<file path="src/sv/lir_pkg.sv">
// ----------------------------------------------------------------------------
// lir_pkg: shared types and constants of the linear interpolation resampler
// Sample and phase widths, the step limits, the request types of both
// channels and the command and status groups between controller and datapath.
// ----------------------------------------------------------------------------
package lir_pkg;

	localparam int SAMPLE_BITS = 24;
	localparam int FRAC_BITS   = 16;

	// Phase is unsigned with five integer bits (enough for 16.0 plus one step).
	localparam int PH_W   = FRAC_BITS + 5;
	localparam int DIFF_W = SAMPLE_BITS + 1;
	localparam int PROD_W = DIFF_W + FRAC_BITS + 1;

	localparam logic [PH_W-1:0] PH_ONE   = PH_W'(1) << FRAC_BITS;
	localparam logic [PH_W-1:0] PH_TWO   = PH_W'(2) << FRAC_BITS;
	localparam logic [PH_W-1:0] STEP_MIN = PH_ONE >> 4;
	localparam logic [PH_W-1:0] STEP_MAX = PH_ONE << 4;
	localparam logic [PH_W-1:0] STEP_RST = PH_ONE;

	typedef struct packed {
		logic signed [SAMPLE_BITS-1:0] in_sample;
		logic                          buffer_last;
	} smp_t;

	typedef struct packed {
		logic signed [SAMPLE_BITS-1:0] out_sample;
		logic                          run_end;
	} res_t;

	typedef enum logic [1:0] {
		ST_IDLE,
		ST_INTERP,
		ST_HOLD
	} state_t;

	typedef struct packed {
		logic load;   // take the accepted input sample
		logic issue;  // start one result and advance the phase
		logic hold;   // the issued result is the held sample
		logic wrap;   // close the interval: phase minus one, current becomes previous
		logic clear;  // end of buffer: clear the phase and the held sample, keep the step
	} cmd_t;

	typedef struct packed {
		logic have_prev;
		logic phase_lt_one;
		logic last;
		logic advance;
	} status_t;

endpackage

</file>
<file path="src/sv/lir_ctrl.sv">
// ----------------------------------------------------------------------------
// lir_ctrl: sequencer of the linear interpolation resampler
// Accepts one input request at a time and steps the datapath through the
// interpolated results of the interval and the held results at buffer end.
// ----------------------------------------------------------------------------
module lir_ctrl (
	input  logic                clk,
	input  logic                arst_n,
	input  logic                smp_valid,
	input  logic                smp_last,
	output logic                smp_stall,
	input  lir_pkg::status_t    st,
	output lir_pkg::cmd_t       cmd
);

	lir_pkg::state_t state_q;
	lir_pkg::state_t state_nxt;

	always_ff @(posedge clk or negedge arst_n) begin
		if (!arst_n) begin
			state_q <= lir_pkg::ST_IDLE;
		end else begin
			state_q <= state_nxt;
		end
	end

	always_comb begin
		state_nxt = state_q;
		cmd       = '0;
		smp_stall = 1'b1;
		case (state_q)
			lir_pkg::ST_IDLE: begin
				smp_stall = 1'b0;
				if (smp_valid) begin
					cmd.load = 1'b1;
					if (st.have_prev) begin
						state_nxt = lir_pkg::ST_INTERP;
					end else if (smp_last) begin
						state_nxt = lir_pkg::ST_HOLD;
					end
				end
			end
			lir_pkg::ST_INTERP: begin
				if (st.phase_lt_one) begin
					cmd.issue = st.advance;
				end else begin
					cmd.wrap  = 1'b1;
					state_nxt = st.last ? lir_pkg::ST_HOLD : lir_pkg::ST_IDLE;
				end
			end
			lir_pkg::ST_HOLD: begin
				if (st.phase_lt_one) begin
					cmd.issue = st.advance;
					cmd.hold  = 1'b1;
				end else begin
					cmd.clear = 1'b1;
					state_nxt = lir_pkg::ST_IDLE;
				end
			end
			default: begin
				state_nxt = lir_pkg::ST_IDLE;
			end
		endcase
	end

endmodule

</file>
<file path="src/sv/lir_dp.sv">
// ----------------------------------------------------------------------------
// lir_dp: datapath of the linear interpolation resampler
// Holds the previous sample, the output phase and the step register, and runs
// a multiply stage and an output register that the result stall holds.
// ----------------------------------------------------------------------------
module lir_dp (
	input  logic                            clk,
	input  logic                            arst_n,
	input  lir_pkg::smp_t                   smp,
	input  logic                            cfg_we,
	input  logic [lir_pkg::PH_W-1:0]        cfg_data,
	input  lir_pkg::cmd_t                   cmd,
	output lir_pkg::status_t                st,
	output logic                            res_valid,
	input  logic                            res_stall,
	output lir_pkg::res_t                   res
);

	logic [lir_pkg::PH_W-1:0]                 step_q;
	logic [lir_pkg::PH_W-1:0]                 step_eff;
	logic [lir_pkg::PH_W-1:0]                 phase_q;
	logic [lir_pkg::PH_W-1:0]                 phase_nxt;
	logic signed [lir_pkg::SAMPLE_BITS-1:0]   prev_q;
	logic signed [lir_pkg::SAMPLE_BITS-1:0]   cur_q;
	logic signed [lir_pkg::DIFF_W-1:0]        diff_q;
	logic                                     have_prev_q;
	logic                                     last_q;
	logic signed [lir_pkg::PROD_W-1:0]        prod;
	logic                                     end_now;
	logic                                     advance;

	logic                                     valid_s1;
	logic signed [lir_pkg::SAMPLE_BITS-1:0]   base_s1;
	logic signed [lir_pkg::DIFF_W-1:0]        prod_s1;
	logic                                     end_s1;

	logic                                     res_valid_q;
	lir_pkg::res_t                            res_q;
	logic signed [lir_pkg::DIFF_W-1:0]        sum;

	always_comb begin
		if (step_q < lir_pkg::STEP_MIN) begin
			step_eff = lir_pkg::STEP_MIN;
		end else if (step_q > lir_pkg::STEP_MAX) begin
			step_eff = lir_pkg::STEP_MAX;
		end else begin
			step_eff = step_q;
		end
	end

	// The phase is below one whenever a result is issued, so the sum stays in range.
	assign phase_nxt = phase_q + step_eff;

	// At buffer end the held results follow, so the interval's last result only
	// closes the run when no held position is left.
	always_comb begin
		if (cmd.hold) begin
			end_now = (phase_nxt >= lir_pkg::PH_ONE);
		end else begin
			end_now = (phase_nxt >= lir_pkg::PH_ONE) &&
				(!last_q || (phase_nxt >= lir_pkg::PH_TWO));
		end
	end

	assign prod = lir_pkg::PROD_W'(diff_q) *
		lir_pkg::PROD_W'($signed({1'b0, phase_q[lir_pkg::FRAC_BITS-1:0]}));

	assign advance = !res_valid_q || !res_stall;

	assign st.have_prev    = have_prev_q;
	assign st.phase_lt_one = (phase_q < lir_pkg::PH_ONE);
	assign st.last         = last_q;
	assign st.advance      = advance;

	always_ff @(posedge clk or negedge arst_n) begin
		if (!arst_n) begin
			step_q      <= lir_pkg::STEP_RST;
			phase_q     <= '0;
			prev_q      <= '0;
			have_prev_q <= 1'b0;
		end else begin
			if (cfg_we) begin
				step_q <= cfg_data;
			end
			if (cmd.load && !have_prev_q) begin
				prev_q      <= smp.in_sample;
				have_prev_q <= 1'b1;
			end
			if (cmd.clear) begin
				phase_q     <= '0;
				prev_q      <= '0;
				have_prev_q <= 1'b0;
			end else if (cmd.wrap) begin
				phase_q     <= phase_q - lir_pkg::PH_ONE;
				prev_q      <= cur_q;
				have_prev_q <= 1'b1;
			end else if (cmd.issue) begin
				phase_q <= phase_nxt;
			end
		end
	end

	always_ff @(posedge clk) begin
		if (cmd.load) begin
			cur_q  <= smp.in_sample;
			diff_q <= lir_pkg::DIFF_W'(smp.in_sample) - lir_pkg::DIFF_W'(prev_q);
			last_q <= smp.buffer_last;
		end
	end

	always_ff @(posedge clk or negedge arst_n) begin
		if (!arst_n) begin
			valid_s1    <= 1'b0;
			res_valid_q <= 1'b0;
		end else if (advance) begin
			valid_s1    <= cmd.issue;
			res_valid_q <= valid_s1;
		end
	end

	always_ff @(posedge clk) begin
		if (advance) begin
			end_s1 <= end_now;
			if (cmd.hold) begin
				base_s1 <= cur_q;
				prod_s1 <= '0;
			end else begin
				base_s1 <= prev_q;
				// Dropping the fraction bits of a signed product floors it.
				prod_s1 <= prod[lir_pkg::FRAC_BITS +: lir_pkg::DIFF_W];
			end
			res_q.out_sample <= sum[lir_pkg::SAMPLE_BITS-1:0];
			res_q.run_end    <= end_s1;
		end
	end

	assign sum = lir_pkg::DIFF_W'(base_s1) + prod_s1;

	assign res_valid = res_valid_q;
	assign res       = res_q;

endmodule

</file>
<file path="src/sv/linear_interp_resampler.sv">
// ----------------------------------------------------------------------------
// linear_interp_resampler: streaming linear interpolation rate converter
// Takes a current sample and the held previous one and emits every output
// position of the interval, advancing a fixed-point phase by the step.
// ----------------------------------------------------------------------------
// Pipeline: each issued result passes the multiply stage, then the output register.
// Throughput: a request is taken in the idle state, then one result per cycle
//   comes from the shared multiplier while results are taken; a wrap step closes
//   the interval, and at buffer end a clear step follows the held results.
// Reset: asynchronous, clears the phase, the held sample and the step to 1.0.
module linear_interp_resampler (
	input  logic                         clk,
	input  logic                         arst_n,
	input  logic                         smp_valid,
	output logic                         smp_stall,
	input  lir_pkg::smp_t                smp,
	output logic                         res_valid,
	input  logic                         res_stall,
	output lir_pkg::res_t                res,
	input  logic                         cfg_valid,
	output logic                         cfg_ready,
	input  logic [lir_pkg::PH_W-1:0]     cfg_data
);

	lir_pkg::cmd_t    cmd;
	lir_pkg::status_t st;

	assign cfg_ready = 1'b1;

	lir_ctrl u_ctrl (
		.clk       (clk),
		.arst_n    (arst_n),
		.smp_valid (smp_valid),
		.smp_last  (smp.buffer_last),
		.smp_stall (smp_stall),
		.st        (st),
		.cmd       (cmd)
	);

	lir_dp u_dp (
		.clk       (clk),
		.arst_n    (arst_n),
		.smp       (smp),
		.cfg_we    (cfg_valid && cfg_ready),
		.cfg_data  (cfg_data),
		.cmd       (cmd),
		.st        (st),
		.res_valid (res_valid),
		.res_stall (res_stall),
		.res       (res)
	);

endmodule
</file>
<file path="config.mk">
export PLATFORM = sky130hd
export DESIGN_NAME = linear_interp_resampler
export DESIGN_NICKNAME = d
export VERILOG_FILES = /design/src/sv/lir_pkg.sv /design/src/sv/lir_ctrl.sv /design/src/sv/lir_dp.sv /design/src/sv/linear_interp_resampler.sv
export SDC_FILE = /design/constraint.sdc
export NUM_CORES = 1
export LEC_CHECK = 0
export BUFFER_PORTS_ARGS = -buffer_cell sky130_fd_sc_hd__buf_2
export CORE_AREA = 2 2 248 250
export CTS_CLUSTER_DIAMETER = 150
export DETAILED_ROUTE_END_ITERATION = 8
export DIE_AREA = 0 0 250 252
export PLACE_DENSITY = 0.59
export SYNTH_ARGS = -nofsm -noshare
export SYNTH_HDL_FRONTEND = slang
export SYNTH_SLANG_ARGS = --single-unit
</file>
<file path="constraint.sdc">
create_clock -name clk -period 14.8 [get_ports clk]
set_clock_uncertainty 0.2 [all_clocks]
set_input_delay 2.22 -clock clk [delete_from_list [all_inputs] [get_ports clk]]
set_output_delay 2.22 -clock clk [all_outputs]
set_load 0.1 [all_outputs]
</file>
==> results.md, run 1 <==
Outcome:
- The flow ran to the end, and the final reports show no timing, DRC or antenna violations.

Timing:
- Setup repair after global routing left no endpoint under its margin.
- The worst path meets setup with 7.382 ns of slack.
- The ratio of final minimum period to clock period is 0.5012.
- The total setup violations reported at the end of the flow is 0.
- The worst max-slew margin expressed relative to the limit is 0.1873.
- The slew of the pin with the lowest slew margin is roughly 1.2 ns.
- The number of hold violations in the final report is 0.
- Final hold analysis gives a worst-case slack of roughly 0.25 ns.
- The smallest clock period supported by the final layout is computed as 7.418 ns.
- The maximum achievable frequency is 134.8 MHz.
- The final sum of negative setup slack is 0 ns.
- The number of pins with negative max-slew slack in the final report is 0.

Detailed routing:
- The post-detailed-routing wire length is 58.15 mm.
- The post-detailed-route via-to-cell ratio is 5.128.
- The number of routed nets with antenna violations is 0.
- The residual DRC count is 0.
- For this block, the initial DRC count from the detailed router was 910.
- The number of search-and-repair iterations in the first detailed-routing pass is 5.
- The routed via count is 16810.
- After detailed routing, the average wire length per cell comes to 17.74 um.

Global routing:
- In the global route stage, overall resource usage came out at 0.1954.
- The via count of the first global-routing pass is between 15000 and 20000.
- The total congestion overflow is 0.
- The first-pass GRT wire length is approximately 97 mm.
- Entering global routing, the biggest net connects 73 pins.
- The number of antenna violations at the first check in global routing is 1.

Placement:
- The half-perimeter wire length after detailed placement is 45.16 mm.
- The worst slack at placement is approximately 7.3 ns.
- The congestion estimate from routability-driven global placement came to approximately 0.87.
- The quantity of I/O buffers inserted on ports is between 70 and 80.
- The placed instances occupy a cell area of around 0.025 mm2.

Yosys:
- The combined area of all synthesized cells is 0.02382 mm2.
- The fraction of synthesized cell area taken by the top area cell type is 0.3194.
- Among all flip-flop cells after synthesis, the most frequent one is sky130_fd_sc_hd__edfxtp_1.
- Of all flip-flops after synthesis, the portion carrying an async set or reset was 0.3641.
- The total of flip-flops plus latches after synthesis is 195.
- Counting instances in the post-synthesis netlist gives the leading cell types as sky130_fd_sc_hd__inv_1 (480), sky130_fd_sc_hd__fa_1 (380), sky130_fd_sc_hd__nand2_1 (337), sky130_fd_sc_hd__ha_1 (167), sky130_fd_sc_hd__and2_1 (164).
- The number of nets in the synthesized netlist is just over 3000.
- The gate count of the mapped netlist is 2464.
- The count of flip-flops with a built-in enable after synthesis is 124.
- Yosys printed 0 warnings.
- Summed over all instances, the cell type with the most area after synthesis is sky130_fd_sc_hd__fa_1.
- After synthesis, the cell types taking the most area are sky130_fd_sc_hd__fa_1 (32%), sky130_fd_sc_hd__edfxtp_1 (16%), sky130_fd_sc_hd__ha_1 (8.8%).
- Yosys mapped the design onto 70 distinct sky130hd cell types.
- The post-synthesis average cell area is approximately 9.7 um2.
- The sequential fraction of the synthesis area is 0.2310.
- The library cell with the highest instance count after synthesis is sky130_fd_sc_hd__inv_1.

Clock network:
- The count of instances resized after the clock tree is built is 0.
- The number of clock buffers inserted by TritonCTS is 17.
- The clock root buffer master is sky130_fd_sc_hd__clkbuf_16.
- After clock tree synthesis, the clock-pin slew on the worst setup and hold paths is about 0.090 ns.
- The H-tree was split into 4 levels.
- The number of setup buffers added after CTS is 0.
- The CTS tree is built.
- No sink is reached through more buffers than the 2 on the longest clock path.
- The number of sinks handled by clock tree synthesis is between 150 and 200.
- The total of hold buffers inserted after clock tree synthesis is 0.
- For the worst-skew pair, the clock arrives at the later sink with an insertion delay of 0.49 ns.

Setup path:
- Along the worst path, the maximum fanout reaches 27.
- The worst setup path is launched from a register.
- STA classifies the critical path endpoint as a register.
- The worst path required time is approximately 15 ns.
- The worst setup path is of the register to register kind.
- The arrival time of data at the critical path endpoint is between 7 and 8 ns.

Layout:
- Fill cells in the final layout number slightly below 6000.
- The area growth from synthesis to layout is 7.386%.
- The final cell area excluding filler cells is between 0.02 and 0.03 mm2.
- The post-layout net count is about 3000.
- The share of post-route cells with drive strength above 1 is 0.06693.

Floorplan:
- The area of the core is between 0.06 and 0.07 mm2.
- After floorplanning, the core was divided into 90 placement rows.
- The initial utilization of the core area, before any placement, comes to 0.3961.
- In this run the count of I/O pins placed on the die edge is 79.
- The die covers 0.06300 mm2.
- The die width is 250 um.
- The vertical die dimension is 252 um.

Run:
- The max capacitance violation total is 0.

Hold path:
- The type of the most critical hold path is register to register.
==> layout make-up <==
cell class	instances	area, um2	share of cell area
Inverter	480	1802	0.07044
Timing Repair Buffer	93	508.0	0.01986
Sequential cell	195	5502	0.2151
Multi-Input combinational cell	1695	16190	0.6329
Tap cell	782	978.4	0.03825
Clock buffer	18	429.2	0.01678
Antenna cell	1	2.502	0.00009784
Clock inverter	14	167.7	0.006555
==> stage by stage <==
stage            util  cells
6_report       0.4253   3278
2_1_floorplan       -   2464
3_3_place_gp   0.4154   3245
3_5_place_dp   0.4154   3245
5_1_grt        0.4253   3277
4_1_cts        0.4253   3277
==> worst max-delay path, stage by stage (launching register included) <==
cell and delay (ns):
sky130_fd_sc_hd__dfrtp_1 1.01, sky130_fd_sc_hd__nand2_1 0.19, sky130_fd_sc_hd__fa_1 0.54, sky130_fd_sc_hd__fa_1 0.55, sky130_fd_sc_hd__inv_1 0.05, sky130_fd_sc_hd__fa_1 0.48, sky130_fd_sc_hd__fa_1 0.50, sky130_fd_sc_hd__fa_1 0.50
sky130_fd_sc_hd__inv_1 0.05, sky130_fd_sc_hd__fa_1 0.48, sky130_fd_sc_hd__inv_1 0.04, sky130_fd_sc_hd__ha_1 0.30, sky130_fd_sc_hd__o21a_1 0.12, sky130_fd_sc_hd__o21ai_1 0.08, sky130_fd_sc_hd__a211oi_1 0.50, sky130_fd_sc_hd__o2111ai_1 0.24
sky130_fd_sc_hd__a31o_2 0.28, sky130_fd_sc_hd__o21ai_1 0.55, sky130_fd_sc_hd__a21oi_1 0.19, sky130_fd_sc_hd__o211ai_1 0.21, sky130_fd_sc_hd__o31ai_1 0.09
==> kinds of logic after synthesis <==
family	after synthesis	synth area share
simple gates	704	0.1393
compound gates	330	0.08783
other cells	1	0.0001574
mux	23	0.01077
fa+ha+maj	547	0.4071
flops	195	0.2310
buf+inv	574	0.09078
xor+xnor	90	0.03310
==> cell usage in the layout, fill, tap and decap left out, types with 7 or more instances in the layout <==
cell and count:
sky130_fd_sc_hd__nand2_1 336, sky130_fd_sc_hd__mux2_2 21, sky130_fd_sc_hd__a21oi_1 97, sky130_fd_sc_hd__o211ai_1 7
sky130_fd_sc_hd__dfrtp_1 70, sky130_fd_sc_hd__inv_1 479, sky130_fd_sc_hd__nor2b_1 18, sky130_fd_sc_hd__nor2_1 96
sky130_fd_sc_hd__clkbuf_16 17, sky130_fd_sc_hd__o21ai_1 13, sky130_fd_sc_hd__and2_1 163, sky130_fd_sc_hd__xor2_1 31
sky130_fd_sc_hd__edfxtp_1 124, sky130_fd_sc_hd__nor4_1 8, sky130_fd_sc_hd__xnor2_1 59, sky130_fd_sc_hd__fa_1 380
sky130_fd_sc_hd__ha_1 167, sky130_fd_sc_hd__a31oi_1 9, sky130_fd_sc_hd__a211oi_1 8, sky130_fd_sc_hd__nor3_1 12
sky130_fd_sc_hd__buf_4 17, sky130_fd_sc_hd__nand3_1 16, sky130_fd_sc_hd__a22oi_1 25, sky130_fd_sc_hd__and3_1 8
sky130_fd_sc_hd__nand2b_1 14, sky130_fd_sc_hd__o21a_1 17, sky130_fd_sc_hd__o21ai_0 73, sky130_fd_sc_hd__o21bai_1 7
sky130_fd_sc_hd__buf_2 76, sky130_fd_sc_hd__a21o_1 23
==> flip-flops by register name, indices dropped and copies added, names as in the netlist, 2 cells and up <==
name	cells
u_dp.res	25
u_dp.prev_q	24
u_dp.step_q	21
u_dp.phase_q	21
u_dp.diff_q	25
u_dp.prod_s1	24
u_ctrl.state_q	2
u_dp.base_s1	24
u_dp.cur_q	24
==> path summary, 6_finish.rpt <==
path                            startpoint               end  slack [ns]  cells after the start
setup / recovery           u_dp.phase_q[2]  u_dp.prod_s1[23]        7.38                     20
hold / removal                 u_dp.end_s1       u_dp.res[0]        0.25                      0
setup reg to reg           u_dp.phase_q[2]  u_dp.prod_s1[23]        7.38                     20
hold reg to reg                u_dp.end_s1       u_dp.res[0]        0.25                      0
max in group asynchronous           arst_n  u_dp.phase_q[19]       11.87                      1
min in group asynchronous           arst_n   u_dp.prev_q[21]        1.61                      1
==> layer usage <==
layer / routed length, um / share of wire / GRT usage / vias to the layer above
li1: - / - / - / 7758
met1: 24470 / 0.42 / 0.2400 / 8666
met2: 30400 / 0.52 / 0.3550 / 319
met3: 2118 / 0.036 / 0.02909 / 66
met4: 1162 / 0.020 / 0.05817 / 0
met5: 0 / 0 / 0 / -
Power of run 1 is not shown: default switching activity piles up to over one toggle a cycle in this logic, so the estimate is an artifact.
==> inputs of run 2 (changes only) <==
--- a/config.mk
+++ b/config.mk
@@ -10,7 +10,7 @@
 export CTS_CLUSTER_DIAMETER = 150
 export DETAILED_ROUTE_END_ITERATION = 8
 export DIE_AREA = 0 0 250 252
-export PLACE_DENSITY = 0.59
+export PLACE_DENSITY = 0.61
 export SYNTH_ARGS = -nofsm -noshare
 export SYNTH_HDL_FRONTEND = slang
 export SYNTH_SLANG_ARGS = --single-unit
==> constraint.sdc (replaced) <==
create_clock -name clk -period 6.5 [get_ports clk]
set_clock_uncertainty 0.2 [all_clocks]
set_input_delay 0.975 -clock clk [delete_from_list [all_inputs] [get_ports clk]]
set_output_delay 0.975 -clock clk [all_outputs]
set_load 0.1 [all_outputs]
==> results.md, run 2 (synthesis gave the netlist of run 1 again) <==
Detailed routing:
- Dividing the detail-routed via count by the number of cells gives between 5 and 6.
- For this block, the via count after detailed routing is between 15000 and 20000.
- The post-detailed-routing wire length is between 50 and 60 mm.
- The number of search-and-repair iterations in the first detailed-routing pass is 5.
- The number of design-rule violations left by the first detailed-router iteration is 1146.
- Once detail routing completed, the nets flagged for antenna violations numbered 0.
- After detailed routing, the average wire length per cell comes to 17.52 um.
- The residual DRC count is 0.

Layout:
- The layout overhead on the synthesized area is 13.09%.
- The share of post-route cells with drive strength above 1 is 0.1262.
- In the layout the commonest cells are sky130_fd_sc_hd__inv_1 (479), sky130_fd_sc_hd__fa_1 (374), sky130_fd_sc_hd__nand2_1 (334).
- For this run, the post-layout net count is 3200.
- 0 antenna diodes ended up in the layout.
- The commonest non-fill, non-tap cell in the layout is sky130_fd_sc_hd__inv_1.

Global routing:
- The largest net degree at the start of global routing is 73.
- The first global-routing pass estimated approximately 100 mm of wire.
- The highest-utilization routing layer at the global route stage is met2.
- The all-layer global routing usage is 0.1970.
- For met1 alone, demand over resource in global routing was 0.2351.
- The via count of the first global-routing pass is between 15000 and 20000.
- The met2 track demand over resource in global routing is 0.3601.
- The number of antenna violations at the first check in global routing came to 0.
- The met3 routing resource usage after global routing is 0.02393.
- The total congestion overflow is 0.

Placement:
- The wire-length estimate of the detail-placed layout is about 47 mm.
- The quantity of I/O buffers inserted on ports is slightly below 80.
- At the end of routability-driven placement, the weighted congestion stood at ~0.89.

Timing:
- After layout, the minimum clock period comes to around 6.4 ns.
- The final worst hold slack is roughly 0.26 ns.
- The slew of the pin with the lowest slew margin is around 1.1 ns.
- The maximum achievable frequency is 156.8 MHz.
- The number of pins with negative max-slew slack in the final report is 0.
- The total setup violations reported at the end of the flow is 0.
- Headroom to the max-slew limit came out at 0.2633.
- The number of hold violations in the final report is 0.
- Setup repair after global routing could not meet its margin everywhere.
- In the finished design, the share of the clock period the worst path needs comes to 0.9811.

Setup path:
- Traced cell by cell, the critical path runs through buf_6 > and2_1 > fa_1 > inv_1 > fa_1 > fa_1 > fa_1 > inv_1 > fa_1 > fa_2 > ha_4 > and4_1 > o21ai_2 > a211oi_2 > buf_4 > o2111ai_4 > a31o_4 > o21ai_2 > buf_6 > a41oi_2 > xor2_1 > nor2_1.
- Along the worst path, the maximum fanout reaches 8.
- For the worst setup path, the data required time is approximately 6.5 ns.
- The worst-path cell with the longest stage delay is sky130_fd_sc_hd__fa_1.
- The dominant cell type by count on the critical path is sky130_fd_sc_hd__fa_1.
- Data on the critical path arrives at its endpoint at between 6 and 7 ns.
- The worst setup path is launched from a register.
- The worst setup path is captured at a register.
- The largest single stage delay on the critical path is between 0.5 and 0.6 ns.
- The worst setup path is of the register to register kind.

Floorplan:
- The area of the core is around 0.06 mm2.
- The site row count is 90.
- The top-level port count is 79.
- The die width is 250 um.
- The vertical die dimension is approximately 250 um.
- For this configuration, the core starts out at a cell density of 0.3961.
- The area enclosed by the die boundary is around 0.063 mm2.

Clock network:
- The number of H-tree levels is 4.
- The clock latency of the later-clocked register in the worst-skew pair is between 0.4 and 0.5 ns.
- After clock tree synthesis, the clock-pin slew on the worst setup and hold paths is ~0.08 ns.
- The number of clock buffers inserted by TritonCTS is 17.
- The number of hold buffers added after CTS was 0.
- The CTS tree is built.
- The clock passes through at most 2 buffers.
- The number of sinks handled by clock tree synthesis is a little under 200.
- The clock root buffer master is sky130_fd_sc_hd__clkbuf_16.

Run:
- The max capacitance violation total is 0.

Hold path:
- The type of the most critical hold path is register to register.

Outcome:
- The flow ran to the end, and the final reports show no timing, DRC or antenna violations.
-- run 2: cell count changes in the layout (fill, tap and decap cells not counted), sizes merged --
cell    change
buf       +120
clkinv      +3
bufinv      -1
clkbuf      -1
diode       -1
inv         -1
-- run 2: path summary, 6_finish.rpt --
check / start / to / slack (ns) / depth (start not counted)
worst max register to register: u_dp.diff_q[5] / u_dp.prod_s1[20] / 0.12 / 22
worst max-delay path: u_dp.diff_q[5] / u_dp.prod_s1[20] / 0.12 / 22
worst min-delay path: u_dp.valid_s1 / u_dp.res_valid / 0.26 / 1
max in group asynchronous: arst_n / u_dp.phase_q[3] / 4.84 / 1
min in group asynchronous: arst_n / u_dp.prev_q[21] / 0.48 / 1
worst min register to register: u_dp.valid_s1 / u_dp.res_valid / 0.26 / 1
-- run 2: layout make-up --
type                            count  area, um2
Clock buffer                       17      425.4
Clock inverter                     15      162.7
Fill cell                        5723      33200
Inverter                          480       1802
Multi-Input combinational cell   1695      16420
Sequential cell                   195       5508
Tap cell                          782      978.4
Timing Repair Buffer              213       1643
-- run 2: timing repair --
| item | in CTS | in global routing |
|---|---|---|
| buffers inserted | 1 | 27 |
| pin swaps | 0 | 26 |
| endpoints found under the hold margin | 0 | 0 |
| endpoints found under the setup margin | 9 | 19 |
| gates resized for setup | 4 | 55 |
-- run 2: per-layer routing --
| metal | share of wire | up-vias |
|---|---|---|
| met4 | 0.038 | 0 |
| met2 | 0.52 | 418 |
| li1 | - | 8002 |
| met3 | 0.042 | 102 |
| met5 | 0 | - |
| met1 | 0.40 | 8748 |
-- run 2: critical path: cells and delay by family (launching register included) --
| family | cells | cell delay, ns |
|---|---|---|
| xor+xnor | 1 | 0.19 |
| simple gates | 3 | 0.40 |
| compound gates | 6 | 0.95 |
| flops | 1 | 0.42 |
| fa+ha+maj | 7 | 3.33 |
| buf+inv | 5 | 0.59 |
-- run 2: per-stage QoR --
step	setup WS, ns	util	cells	setup TNS, ns	cell area, um2
after CTS	0.03432	0.4395	3370	0	26430
final	0.1225	0.4479	3397	0	26930
after global placement	-0.03357	0.4294	3337	-0.07572	25820
after detailed placement	-0.04509	0.4294	3337	-0.2037	25820
after floorplan	0.01876	-	2464	0	23820
after global routing	-0.08007	0.4479	3397	-0.1854	26930
Power of run 2 is left out for the same reason.
